===== src/hdl/ddpi_pkg.sv =====
// ----------------------------------------------------------------------------
// ddpi_pkg
// Shared types, widths, register codes and helpers of the differential-drive
// PI wheel speed controller.
// ----------------------------------------------------------------------------
package ddpi_pkg;

   localparam int FIELD_W  = 16;
   localparam int CSR_IDX_W = 3;

   // Fixed-point widths of the per-wheel chain, sized to the value ranges.
   localparam int TURN_W   = 17;   // Q.12 turn component
   localparam int SUM_W    = 18;   // speed -/+ turn
   localparam int TPROD_W  = 35;   // sum * inverse_radius
   localparam int TARGET_W = 31;   // Q.16 target wheel speed
   localparam int MEAS_W   = 33;   // Q.16 measured wheel speed
   localparam int ERR_W    = 34;   // Q.16 speed error
   localparam int EPROD_W  = 50;   // error * 16-bit unsigned register
   localparam int STEP_W   = 34;   // integrator increment
   localparam int INTEG_W  = 32;   // Q16.16 integrator
   localparam int ISUM_W   = 36;   // integrator plus increment, before clamp
   localparam int IPROD_W  = 48;   // integrator * integral_gain
   localparam int DRIVE_W  = 51;   // proportional plus integral term
   localparam int DRIVE_SHIFT = 24;

   // Register indexes.
   localparam logic [CSR_IDX_W-1:0] CSR_PROP_GAIN      = 3'd0;
   localparam logic [CSR_IDX_W-1:0] CSR_INTEGRAL_GAIN  = 3'd1;
   localparam logic [CSR_IDX_W-1:0] CSR_TICK_PERIOD    = 3'd2;
   localparam logic [CSR_IDX_W-1:0] CSR_ENCODER_SCALE  = 3'd3;
   localparam logic [CSR_IDX_W-1:0] CSR_HALF_TRACK     = 3'd4;
   localparam logic [CSR_IDX_W-1:0] CSR_INVERSE_RADIUS = 3'd5;

   // Register reset values.
   localparam logic [FIELD_W-1:0] PROP_GAIN_RST      = 16'd256;
   localparam logic [FIELD_W-1:0] INTEGRAL_GAIN_RST  = 16'd1280;
   localparam logic [FIELD_W-1:0] TICK_PERIOD_RST    = 16'd6554;
   localparam logic [FIELD_W-1:0] ENCODER_SCALE_RST  = 16'd11437;
   localparam logic [FIELD_W-1:0] HALF_TRACK_RST     = 16'd7537;
   localparam logic [FIELD_W-1:0] INVERSE_RADIUS_RST = 16'd7273;

   typedef struct packed {
      logic [FIELD_W-1:0] prop_gain;
      logic [FIELD_W-1:0] integral_gain;
      logic [FIELD_W-1:0] tick_period;
      logic [FIELD_W-1:0] encoder_scale;
      logic [FIELD_W-1:0] half_track;
      logic [FIELD_W-1:0] inverse_radius;
   } cfg_type;

   // Stage load strobes from the sequencer to the wheel lanes.
   typedef struct packed {
      logic ld_target;
      logic ld_error;
      logic ld_step;
      logic ld_integ;
      logic ld_iprod;
      logic ld_drive;
   } lane_ctl_type;

   // Clamp the widened integrator sum to signed 32 bits.
   function automatic logic signed [INTEG_W-1:0] sat_integ(
      input logic signed [ISUM_W-1:0] x);
      logic signed [ISUM_W-1:0] hi;
      logic signed [ISUM_W-1:0] lo;
      hi = ISUM_W'(signed'({1'b0, {(INTEG_W-1){1'b1}}}));
      lo = -hi - ISUM_W'(1);
      if (x > hi) begin
         sat_integ = hi[INTEG_W-1:0];
      end else if (x < lo) begin
         sat_integ = lo[INTEG_W-1:0];
      end else begin
         sat_integ = x[INTEG_W-1:0];
      end
   endfunction

   // Divide by 2^24 rounding toward zero, then clamp to signed 16 bits.
   function automatic logic signed [FIELD_W-1:0] drive_to_pwm(
      input logic signed [DRIVE_W-1:0] d);
      logic signed [DRIVE_W-1:0]             adj;
      logic signed [DRIVE_W-DRIVE_SHIFT-1:0] q;
      logic signed [DRIVE_W-DRIVE_SHIFT-1:0] hi;
      logic signed [DRIVE_W-DRIVE_SHIFT-1:0] lo;
      adj = d[DRIVE_W-1] ? d + DRIVE_W'((64'd1 << DRIVE_SHIFT) - 64'd1) : d;
      q   = adj[DRIVE_W-1:DRIVE_SHIFT];
      hi  = (DRIVE_W-DRIVE_SHIFT)'(signed'({1'b0, {(FIELD_W-1){1'b1}}}));
      lo  = -hi - (DRIVE_W-DRIVE_SHIFT)'(1);
      if (q > hi) begin
         drive_to_pwm = hi[FIELD_W-1:0];
      end else if (q < lo) begin
         drive_to_pwm = lo[FIELD_W-1:0];
      end else begin
         drive_to_pwm = q[FIELD_W-1:0];
      end
   endfunction

endpackage


===== src/hdl/ddpi_rsp_if.sv =====
// ----------------------------------------------------------------------------
// ddpi_rsp_if
// Response channel: left and right PWM drive, valid/ready.
// ----------------------------------------------------------------------------
interface ddpi_rsp_if;
   logic                                  valid;
   logic                                  ready;
   logic signed [ddpi_pkg::FIELD_W-1:0]   duty_left;
   logic signed [ddpi_pkg::FIELD_W-1:0]   duty_right;

   modport source (output valid, duty_left, duty_right, input ready);
   modport sink   (input valid, duty_left, duty_right, output ready);
   modport mon    (input valid, ready, duty_left, duty_right);
endinterface


===== src/hdl/ddpi_merge.sv =====
// ----------------------------------------------------------------------------
// ddpi_merge
// Merge both lane drives into one response word: round, clamp and hold it
// in the output register until the sink takes it.
// ----------------------------------------------------------------------------
module ddpi_merge (
   input  logic                                  clock,
   input  logic                                  reset,
   input  logic                                  done,
   input  logic signed [ddpi_pkg::DRIVE_W-1:0]   drive_left,
   input  logic signed [ddpi_pkg::DRIVE_W-1:0]   drive_right,
   output logic                                  load,
   ddpi_rsp_if.source                            rsp_bus
);

   logic                                 valid_ff;
   logic                                 valid_in;
   logic signed [ddpi_pkg::FIELD_W-1:0]  duty_left_ff;
   logic signed [ddpi_pkg::FIELD_W-1:0]  duty_right_ff;

   assign load     = done && (!valid_ff || rsp_bus.ready);
   assign valid_in = load || (valid_ff && !rsp_bus.ready);

   always_ff @(posedge clock) begin
      if (reset) begin
         valid_ff <= 1'b0;
      end else begin
         valid_ff <= valid_in;
      end
   end

   always_ff @(posedge clock) begin
      if (load) begin
         duty_left_ff  <= ddpi_pkg::drive_to_pwm(drive_left);
         duty_right_ff <= ddpi_pkg::drive_to_pwm(drive_right);
      end
   end

   assign rsp_bus.valid      = valid_ff;
   assign rsp_bus.duty_left  = duty_left_ff;
   assign rsp_bus.duty_right = duty_right_ff;

endmodule


===== src/flat_wrapper.sv =====
// flat-port wrapper written by rule: the top's interface ports become plain ports
module ddpi_merge_flat 
  (clock, reset, done, drive_left, drive_right, load, rsp_bus_valid, rsp_bus_duty_left, rsp_bus_duty_right, rsp_bus_ready);
  ddpi_rsp_if rsp_bus_i ();
  input  logic clock;
  input  logic reset;
  input  logic done;
  input  logic signed [ddpi_pkg::DRIVE_W-1:0] drive_left;
  input  logic signed [ddpi_pkg::DRIVE_W-1:0] drive_right;
  output logic load;
  output wire logic [$bits(rsp_bus_i.valid)-1:0] rsp_bus_valid;
  output wire logic [$bits(rsp_bus_i.duty_left)-1:0] rsp_bus_duty_left;
  output wire logic [$bits(rsp_bus_i.duty_right)-1:0] rsp_bus_duty_right;
  input wire logic [$bits(rsp_bus_i.ready)-1:0] rsp_bus_ready;
  assign rsp_bus_valid = rsp_bus_i.valid;
  assign rsp_bus_duty_left = rsp_bus_i.duty_left;
  assign rsp_bus_duty_right = rsp_bus_i.duty_right;
  assign rsp_bus_i.ready = rsp_bus_ready;
  ddpi_merge u_core (.clock(clock), .reset(reset), .done(done), .drive_left(drive_left), .drive_right(drive_right), .load(load), .rsp_bus(rsp_bus_i));
endmodule

===== config.mk =====
export PLATFORM = sky130hd
export DESIGN_NAME = ddpi_merge_flat
export DESIGN_NICKNAME = d
export VERILOG_FILES = /design/src/hdl/ddpi_pkg.sv /design/src/hdl/ddpi_rsp_if.sv /design/src/hdl/ddpi_merge.sv /design/src/flat_wrapper.sv
export SDC_FILE = /design/constraint.sdc
export NUM_CORES = 1
export LEC_CHECK = 0
export ABC_AREA = 0
export BUFFER_PORTS_ARGS = -buffer_cell sky130_fd_sc_hd__buf_2
export CELL_PAD_IN_SITES_DETAIL_PLACEMENT = 1
export CELL_PAD_IN_SITES_GLOBAL_PLACEMENT = 2
export CORE_ASPECT_RATIO = 0.6
export CORE_UTILIZATION = 23
export CTS_CLUSTER_SIZE = 10
export DETAILED_ROUTE_END_ITERATION = 8
export PLACE_DENSITY = 0.85
export SLEW_MARGIN = 25
export SYNTH_ARGS = -nofsm -noshare
export SYNTH_HDL_FRONTEND = slang
export SYNTH_SLANG_ARGS = --single-unit

===== constraint.sdc =====
create_clock -name clock -period 3.7 [get_ports clock]
set_input_delay 0.37 -clock clock [delete_from_list [all_inputs] [get_ports clock]]
set_output_delay 0.37 -clock clock [all_outputs]
set_load 0.1 [all_outputs]

==> results of run 1 <==
synthesized netlist by cell type (all sizes together):
master	n	share of area [%]
or2	1	0.28
nand3	13	2.9
a21boi	1	0.34
nor2	10	1.7
o221ai	1	0.40
o31a	1	0.40
a41o	1	0.45
o31ai	3	1.2
clkbuf	2	0.34
inv	8	1.4
nor2b	2	0.57
a2bb2oi	1	0.40
o21a	2	0.68
xor2	19	7.9
o211ai	1	0.57
and3	5	1.6
o21ai	33	7.7
or4	3	1.0
buf	2	0.74
and4	1	0.40
a311oi	1	0.40
a211oi	1	0.34
o41ai	1	0.74
nand2	20	3.4
dfxtp	1	0.91
nor3	8	2.3
a21oi	1	0.23
and2	2	0.57
xnor2	8	3.2
a41oi	2	1.1
mux2i	2	0.91
a2111o	1	0.51
nand4	14	4.3
or3	4	1.6
edfxtp	32	44
a21o	3	1.1
nor4	14	4.0
stage by stage:
stage	setup slack (ps)	area, µm²	hold slack (ps)	util [%]
floorplan	686	2210	442	-
global placement	663	3080	533	33.2
detailed placement	592	3080	542	33.2
CTS	878	3240	247	35.0
global route	804	3240	249	35.0
finish	1080	3240	254	35.0
kinds of logic (layout without fill, tap and decap cells):
family	count (synthesis)	count (layout)	share of synthesized area, %
AOI/OAI and AO/OA	54	54	16.6
DFF	33	33	44.4
buffers and inverters	12	158	2.44
and+or+nand+nor	97	97	24.6
muxes	2	2	0.907
xor gates and xnor gates	27	27	11.1
worst paths after layout:
| check | startpoint | to | slack [ps] | depth (start not counted) |
|---|---|---|---|---|
| min | reset | u_core.rsp_bus.valid | 250 | 2 |
| max reg2reg | u_core.rsp_bus.valid | u_core.rsp_bus.duty_right[11] | 2430 | 2 |
| min reg2reg | u_core.rsp_bus.valid | u_core.rsp_bus.valid | 570 | 2 |
| max | drive_left[27] | u_core.rsp_bus.duty_left[6] | 1080 | 8 |
state kept, by name, summed over array words and instances (netlist names):
register / cells
u_core.rsp_bus.duty_right: 16
u_core.rsp_bus.valid: 1
u_core.rsp_bus.duty_left: 16
worst reg2reg max path, cell delays in order (launching register included):
cell      delay [ps]
dfxtp_1          340
a21boi_4         150
buf_4            420
metal layers:
| metal | track usage, % | vias to the layer above |
|---|---|---|
| met1 | 23.3 | 1139 |
| met2 | 25.6 | 57 |
| li1 | - | 1163 |
| met5 | 0 | - |
| met4 | 3.18 | 0 |
| met3 | 2.90 | 4 |
power groups by stage:
stage          Combinational, W  Sequential [W]  Clock (W)
2_1_floorplan         0.0000700        0.000615          0
3_3_place_gp           0.000346        0.000453          0
3_5_place_dp           0.000352        0.000454          0
4_1_cts                0.000353        0.000447   0.000480
5_1_grt                0.000373        0.000448   0.000500
6_report               0.000352        0.000446   0.000468
cell type report:
type	instances	area, µm²
repair buffers	142	718
inverters	8	30.0
multi-input cells	180	1190
clock buffers	6	129
flip-flops and latches	33	981
fillers	1145	6010
clock inverters	2	33.8
well taps	130	163
==> flow_metrics.py, run 1 <==
metrics = {
    "critical_path": {
        "start_kind": "primary input",
        "sort_of_element_at_the_end_of_the_critical_path": "flip-flop",
        "worst_ep_required_time_ps": 3680,
        "critical_path.most_common_cell": "or3_4",
        "arrival_ps": 2600,
        "worst-path-buf-inv": 1,
        "largest_incremental_delay_on_the_critical_path_ps": 580,
        "critical-path-top-delay-family": "simple AND/OR/NAND/NOR gates",
        "critical_path.cell_chain": "buf_2 -> nand4_2 -> or3_4 -> or3_4 -> nor3_4 -> xor2_2 -> a41oi_2 -> o21ai_0",
        "path_class": "in2reg",
        "worstPathMaxFanout": 14,
        "critPathSlowestCell": "a41oi_2",
    },
    "cts": {
        "clock_tree.htree_level_count": 2,
        "clk_pin_slew_worst_paths_ps": 50,
        "postCtsResizedCells": 0,
        "tritoncts_num_sinks": 33,
        "ctsHoldBuffers": 0,
        "clock-root-buffer": "clkbuf_16",
        "clock_tree_buf_depth": 2,
        "cts-buffers-inserted": 5,
        "cts_tree": "yes",
        "insertion_delay_ps": 270,
        "number_of_buffers_added_for_setup_after_cts": 0,
    },
    "timing": {
        "worstMarginPinSlew_ps": 926,
        "timing.final.setup_violations": 0,
        "final_hold_viol_count": 0,
        "grt_setup_unrepaired": "no",
        "maxSlewHeadroom_pct": 37.7,
        "timing.final.max_slew_violations": 0,
        "minimum_period_implied_by_the_final_worst_setup_slack_ps": 2620,
        "maximum_clock_rate_ghz": 0.382,
        "timing.final.crit_share_pct": 70.7,
        "tns_ps": 0,
        "clock_skew_ps": 2.41,
    },
    "die": {
        "num_rows": 27,
        "floorplan.die_area_mm2": 0.0100,
        "die_width_um": 128,
        "core_area_mm2": 0.00926,
        "floorplan.io_pins": 140,
        "start_util_pct": 23.8,
        "die_height_um": 77.9,
    },
    "global_routing": {
        "wire_length_of_the_first_global_routing_pass_mm": 12.6,
        "grt_overflow": 0,
        "globalRouteTotalUtil_pct": 16.3,
        "grt_max_degree": 33,
        "grt_antenna_before_repair": 0,
        "grt_pass1_vias": 2457,
    },
    "layout": {
        "num-nets-final": 476,
        "final_instance_count_without_filler_cells": 501,
        "final_common_cell": "buf_2",
        "num_antenna_cells": 0,
        "drive_gt1_share_pct": 44.5,
        "area_delta_synth_final_pct": 46.9,
        "layout_common_cells": "139 x buf_2, 32 x edfxtp_1, 21 x o21ai_0",
    },
    "drt": {
        "wl_per_cell_um": 15.8,
        "post-route-drc-count": 0,
        "wirelength_mm": 7.90,
        "drt_iter0_markers": 89,
        "detail-route-antenna-nets": 0,
        "routed-wl-met2_mm": 3.55,
        "drt-pass1-iter-count": 4,
        "met3RoutedLength_um": 330,
        "top_layer_used": "met4",
        "vias": 2363,
        "viasPerCell": 4.72,
        "routedLengthMet1_mm": 3.96,
    },
    "synth": {
        "register_bit_count_reported_by_yosys": 33,
        "sequential_to_total_area_share_from_yosys_stat_pct": 44.4,
        "synth_cell_types": 48,
        "synth-warning-count": 0,
        "postSynthAreaPerCell_um2": 9.81,
        "synthesis.nets": 331,
        "area_of_the_mapped_netlist_mm2": 0.00221,
        "syn-instance-count": 225,
    },
    "power_and_ir_drop": {
        "switching_share_pct": 33.5,
        "p_int_w": 0.000841,
        "pwr_density_cell_mw_per_mm2": 390,
        "peakVddDrop_mv": 0.159,
        "clockPowerShare_pct": 37.0,
        "share_seq_of_total_power_pct": 35.2,
        "pwr-share-comb_pct": 27.8,
        "cellLeakagePower_nw": 1.30,
        "switchingPower_w": 0.000424,
        "power_w": 0.00127,
    },
    "placed_design": {
        "dp_hpwl_mm": 6.66,
        "post-place-cells": 493,
        "portBuffers": 139,
        "gp_congestion": 0.777,
    },
    "flow_run": {
        "max_cap_viols": 0,
    },
    "min_path": {
        "worstHoldPathType": "in2reg",
    },
    "outcome": {
        "run_status": "completed",
    },
}
No activity file was read; power rests on OpenSTA's default activity.
==> run 2: changes to the inputs <==
--- a/config.mk
+++ b/config.mk
@@ -10,10 +10,10 @@
 export CELL_PAD_IN_SITES_DETAIL_PLACEMENT = 1
 export CELL_PAD_IN_SITES_GLOBAL_PLACEMENT = 2
 export CORE_ASPECT_RATIO = 0.6
-export CORE_UTILIZATION = 23
+export CORE_UTILIZATION = 21
 export CTS_CLUSTER_SIZE = 10
 export DETAILED_ROUTE_END_ITERATION = 8
-export PLACE_DENSITY = 0.85
+export PLACE_DENSITY = 0.82
 export SLEW_MARGIN = 25
 export SYNTH_ARGS = -nofsm -noshare
 export SYNTH_HDL_FRONTEND = slang
==> constraint.sdc (replaced) <==
create_clock -name clock -period 2.3 [get_ports clock]
set_input_delay 0.23 -clock clock [delete_from_list [all_inputs] [get_ports clock]]
set_output_delay 0.23 -clock clock [all_outputs]
set_load 0.1 [all_outputs]
==> flow_metrics.py, run 2 (same netlist as run 1, synthesis figures left out) <==
metrics = {
    "critical_path": {
        "worstReg2RegStart": "u_core.rsp_bus.valid",
        "critPathSlowestCell": "or3_4",
        "start_kind": "primary input",
        "largest_incremental_delay_on_the_critical_path_ps": 410,
        "critical_path.cell_chain": "buf_2 -> nand4_1 -> or3_4 -> or3_4 -> nor3_4 -> xor2_2 -> a41oi_2 -> buf_4 -> o21ai_0",
        "crit_start": "drive_left[31]",
        "critical_path.most_common_cell": "or3_4",
        "path_class": "in2reg",
        "arrival_ps": 2280,
        "worst_ep_required_time_ps": 2400,
        "sort_of_element_at_the_end_of_the_critical_path": "flip-flop",
        "worstPathMaxFanout": 8,
    },
    "layout": {
        "layout_common_cells": "138 x buf_2, 32 x edfxtp_1, 31 x buf_4",
        "final_core_utilization_pct": 34.6,
        "area_delta_synth_final_pct": 57.0,
        "drive_gt1_share_pct": 48.9,
        "final_cell_area_mm2": 0.00346,
        "final_common_cell": "buf_2",
        "num-nets-final": 504,
        "num_antenna_cells": 0,
    },
    "drt": {
        "vias": 2445,
        "post-route-drc-count": 0,
        "viasPerCell": 4.58,
        "drt-pass1-iter-count": 4,
        "drt_iter0_markers": 78,
        "wirelength_mm": 8.16,
        "wl_per_cell_um": 15.3,
        "detail-route-antenna-nets": 0,
    },
    "placed_design": {
        "placed_area_mm2": 0.00331,
        "gp_congestion": 0.775,
        "portBuffers": 139,
        "dp_hpwl_mm": 7.10,
    },
    "outcome": {
        "run_status": "completed",
    },
    "global_routing": {
        "grt_overflow": 0,
        "grt_antenna_before_repair": 0,
        "grt_pass1_vias": 2412,
        "wire_length_of_the_first_global_routing_pass_mm": 12.2,
        "globalRouteTotalUtil_pct": 14.6,
        "grt_max_degree": 17,
    },
    "cts": {
        "number_of_buffers_added_for_setup_after_cts": 0,
        "cts_tree": "yes",
        "clock-root-buffer": "clkbuf_16",
        "insertion_delay_ps": 280,
        "tritoncts_num_sinks": 33,
        "cts-buffers-inserted": 5,
        "clock_tree.htree_level_count": 2,
        "clk_pin_slew_worst_paths_ps": 60,
        "clock_tree_buf_depth": 2,
        "ctsHoldBuffers": 0,
    },
    "power_and_ir_drop": {
        "switchingPower_w": 0.000688,
        "switching_share_pct": 35.1,
        "pwr_density_cell_mw_per_mm2": 566,
        "p_int_w": 0.00127,
        "pwr-share-comb_pct": 30.7,
        "cellLeakagePower_nw": 1.44,
        "share_seq_of_total_power_pct": 36.6,
        "power_w": 0.00196,
        "peakVddDrop_mv": 0.243,
        "clockPowerShare_pct": 32.7,
    },
    "die": {
        "core_area_mm2": 0.0100,
        "num_rows": 28,
        "floorplan.die_area_mm2": 0.0109,
        "die_height_um": 81.4,
        "die_width_um": 134,
        "floorplan.io_pins": 140,
        "start_util_pct": 22.0,
    },
    "timing": {
        "clock_skew_ps": 6.04,
        "timing.final.crit_share_pct": 94.8,
        "minimum_period_implied_by_the_final_worst_setup_slack_ps": 2180,
        "tns_ps": 0,
        "finalHoldWorstSlack_ps": 111,
        "timing.final.setup_violations": 0,
        "maximum_clock_rate_ghz": 0.459,
        "worstMarginPinSlew_ps": 985,
        "grt_setup_unrepaired": "no",
        "final_hold_viol_count": 0,
        "maxSlewHeadroom_pct": 33.7,
        "timing.final.max_slew_violations": 0,
    },
    "flow_run": {
        "max_cap_viols": 0,
    },
    "min_path": {
        "worstHoldPathType": "in2reg",
        "holdCritStartpoint": "reset",
    },
}
==> run 2: cell types whose count changed in the layout (fill, tap and decap cells not counted), sizes merged <==
cell	delta
buf	+28
bufinv	-1
clkinv	+1
==> run 2: final timing paths <==
path	to	slack, ps	cells after the start
worst min register to register	u_core.rsp_bus.valid	570	2
worst min-delay path	u_core.rsp_bus.valid	110	2
worst max register to register	u_core.rsp_bus.duty_right[11]	1010	2
worst max-delay path	u_core.rsp_bus.duty_left[7]	120	9
==> run 2: power groups by stage <==
stage	registers, W	clock network, W	logic [W]
finish	0.000717	0.000641	0.000602
detailed placement	0.000730	0	0.000603
CTS	0.000718	0.000667	0.000604
global placement	0.000730	0	0.000589
global route	0.000721	0.000683	0.000636
floorplan	0.000989	0	0.000114
==> run 2: stage by stage <==
stage	setup WS [ps]	cells
after floorplan	2.88	225
after global placement	-110	526
after detailed placement	-163	526
after CTS	130	534
after global routing	1.62	534
final	119	534
==> run 2: what timing repair did <==
action / CTS / global route
setup endpoints to repair: 0 / 18
hold endpoints to repair: 0 / 0
resized for setup: 0 / 3
==> run 2: critical path, delay by kind of cell <==
family / cells / cell delay (ps)
AOI/OAI and AO/OA: 2 / 380
buffers and inverters: 2 / 290
xor gates and xnor gates: 1 / 210
and+or+nand+nor: 4 / 1180
==> run 2: layout make-up <==
type / count / area [µm²]
clock buffer: 6 / 129
clock inverter: 2 / 10.0
fill: 1218 / 6560
inverter: 8 / 30.0
multi-input combinational: 180 / 1200
sequential: 33 / 981
tap: 135 / 169
timing repair buffer: 170 / 943
==> run 2: metal layers <==
layer	vias up	global-route usage, %	wire, µm
li1	1222	-	-
met4	0	3.03	49
met5	-	0	0
met2	39	22.1	3580
met3	6	2.65	283
met1	1178	21.5	4250
==> run 3: changes to the inputs <==
--- a/config.mk
+++ b/config.mk
@@ -10,11 +10,11 @@
 export CELL_PAD_IN_SITES_DETAIL_PLACEMENT = 1
 export CELL_PAD_IN_SITES_GLOBAL_PLACEMENT = 2
 export CORE_ASPECT_RATIO = 0.6
+export CORE_MARGIN = 1.5
 export CORE_UTILIZATION = 21
 export CTS_CLUSTER_SIZE = 10
 export DETAILED_ROUTE_END_ITERATION = 8
 export PLACE_DENSITY = 0.82
-export SLEW_MARGIN = 25
 export SYNTH_ARGS = -nofsm -noshare
 export SYNTH_HDL_FRONTEND = slang
 export SYNTH_SLANG_ARGS = --single-unit
==> constraint.sdc (replaced) <==
create_clock -name clock -period 1.9 [get_ports clock]
set_input_delay 0.19 -clock clock [delete_from_list [all_inputs] [get_ports clock]]
set_output_delay 0.19 -clock clock [all_outputs]
set_load 0.1 [all_outputs]
==> flow_metrics.py, run 3 (same netlist as run 1, synthesis figures left out) <==
metrics = {
    "timing": {
        "grt_setup_unrepaired": "yes",
        "clock_skew_ps": 5.47,
        "minimum_period_implied_by_the_final_worst_setup_slack_ps": 2000,
        "timing.final.crit_share_pct": 105,
        "timing.final.max_slew_violations": 0,
        "maximum_clock_rate_ghz": 0.500,
        "finalHoldWorstSlack_ps": 69.9,
        "final_hold_viol_count": 0,
        "maxSlewHeadroom_pct": 65.8,
        "post-route-worst-setup-slack_ps": -99.8,
        "worstMarginPinSlew_ps": 517,
        "timing.final.setup_violations": 30,
    },
    "power_and_ir_drop": {
        "share_seq_of_total_power_pct": 34.8,
        "peakVddDrop_mv": 0.540,
        "p_int_w": 0.00162,
        "switching_share_pct": 35.0,
        "cellLeakagePower_nw": 1.70,
        "pwr_density_cell_mw_per_mm2": 614,
        "switchingPower_w": 0.000872,
        "pwr-share-comb_pct": 34.3,
        "clockPowerShare_pct": 30.8,
    },
    "die": {
        "die_height_um": 82.4,
        "floorplan.io_pins": 140,
        "floorplan.die_area_mm2": 0.0112,
        "core_area_mm2": 0.0100,
        "num_rows": 28,
        "start_util_pct": 22.0,
        "die_width_um": 135,
    },
    "placed_design": {
        "post-place-cells": 549,
        "gp_congestion": 0.866,
        "portBuffers": 139,
        "dp_hpwl_mm": 7.34,
    },
    "critical_path": {
        "critPathSlowestCell": "or3_4",
        "sort_of_element_at_the_end_of_the_critical_path": "flip-flop",
        "reg2reg_to": "u_core.rsp_bus.duty_left[6]",
        "start_kind": "primary input",
        "largest_incremental_delay_on_the_critical_path_ps": 440,
        "worstReg2RegStart": "u_core.rsp_bus.valid",
        "worst_setup_path_endpoint": "u_core.rsp_bus.duty_left[3]",
        "arrival_ps": 2110,
        "worstPathMaxFanout": 8,
        "critical_path.cell_chain": "buf_6 -> nand4_1 -> or3_4 -> or3_4 -> o21a_1 -> a311oi_2 -> o21ai_2 -> buf_6 -> o21ai_1",
        "r2r_cells": 2,
        "path_class": "in2reg",
        "worst_ep_required_time_ps": 2010,
        "crit_start": "drive_left[33]",
        "rrSetupSlack_ps": 830,
    },
    "cts": {
        "insertion_delay_ps": 270,
        "cts-buffers-inserted": 5,
        "clock_tree_buf_depth": 2,
        "clk_pin_slew_worst_paths_ps": 50,
        "tritoncts_num_sinks": 33,
        "cts_tree": "yes",
        "clock-root-buffer": "clkbuf_16",
        "ctsHoldBuffers": 0,
        "clock_tree.htree_level_count": 2,
    },
    "layout": {
        "num-nets-final": 544,
        "layout_common_cells": "130 x buf_2, 62 x buf_4, 32 x edfxtp_1",
        "drive_gt1_share_pct": 60.6,
        "num_antenna_cells": 0,
        "final_common_cell": "buf_2",
        "final_instance_count_without_filler_cells": 574,
        "area_delta_synth_final_pct": 84.0,
    },
    "global_routing": {
        "grt_pass1_vias": 2667,
        "grt_max_degree": 34,
        "grt_overflow": 0,
        "wire_length_of_the_first_global_routing_pass_mm": 13.7,
        "grt_antenna_before_repair": 0,
        "globalRouteTotalUtil_pct": 15.9,
    },
    "outcome": {
        "failing_checks": "negative setup slack",
        "run_status": "finished, violations left",
    },
    "drt": {
        "viasPerCell": 4.67,
        "detail-route-antenna-nets": 0,
        "drt-pass1-iter-count": 4,
        "post-route-drc-count": 0,
        "wl_per_cell_um": 15.8,
        "drt_iter0_markers": 63,
        "wirelength_mm": 9.07,
        "vias": 2681,
    },
    "min_path": {
        "worstHoldPathType": "in2reg",
        "hold-path-cell-count": 2,
    },
    "flow_run": {
        "max_cap_viols": 0,
    },
}
[run 3: power groups by stage]
stage	Sequential [W]	Clock [W]	Combinational (W)
6_report	0.000868	0.000768	0.000855
2_1_floorplan	0.00120	0	0.000149
4_1_cts	0.000869	0.000790	0.000807
3_3_place_gp	0.000882	0	0.000759
3_5_place_dp	0.000883	0	0.000777
5_1_grt	0.000871	0.000821	0.000903
[run 3: area by class of cell]
class	count	area [µm²]
clock inverter	2	10.0
sequential	33	985
fill	1198	5960
inverter	8	30.0
clock buffer	6	129
timing repair buffer	210	1370
tap	135	169
multi-input combinational	180	1370
[run 3: how the worst min path moves through the flow]
stage / from / end / slack, ps
CTS: reset / u_core.rsp_bus.valid / 70
floorplan: reset / u_core.rsp_bus.valid / 250
detailed placement: reset / u_core.rsp_bus.valid / 350
finish: reset / u_core.rsp_bus.valid / 70
global route: reset / u_core.rsp_bus.valid / 60
global placement: reset / u_core.rsp_bus.valid / 340
[run 3: timing repair]
| action | CTS | global route |
|---|---|---|
| endpoints found under the setup margin | 30 | 31 |
| hold endpoints to repair | 0 | 0 |
| pin swaps | 11 | 10 |
| setup buffers | 9 | 6 |
| cloned | 1 | 1 |
| resized for setup | 15 | 38 |
[run 3: worst max-delay path: cells and delay by family]
family / cells / cell delay, ps
and+or+nand+nor: 3 / 1000
AOI/OAI and AO/OA: 4 / 660
buffers and inverters: 2 / 250
[run 3: per-layer routing]
| metal | up-vias | track usage [%] | part of all wire, % |
|---|---|---|---|
| met5 | - | 0 | 0 |
| met4 | 0 | 2.69 | 0.73 |
| met3 | 6 | 2.69 | 4.2 |
| met2 | 68 | 26.4 | 47 |
| met1 | 1302 | 22.2 | 48 |
| li1 | 1305 | - | - |
[run 3: per-stage QoR]
stage	worst slack, ps	TNS [ps]	power [W]	utilization (%)	cell area, µm²
after global placement	-472	-12130	0.00164	35.5	3550
after floorplan	-137	-3950	0.00135	-	2280
final	-99.8	-2250	0.00249	40.5	4060
after global routing	-180	-4730	0.00260	40.5	4060
after detailed placement	-572	-14930	0.00166	35.5	3550
after CTS	-127	-1680	0.00247	38.3	3840
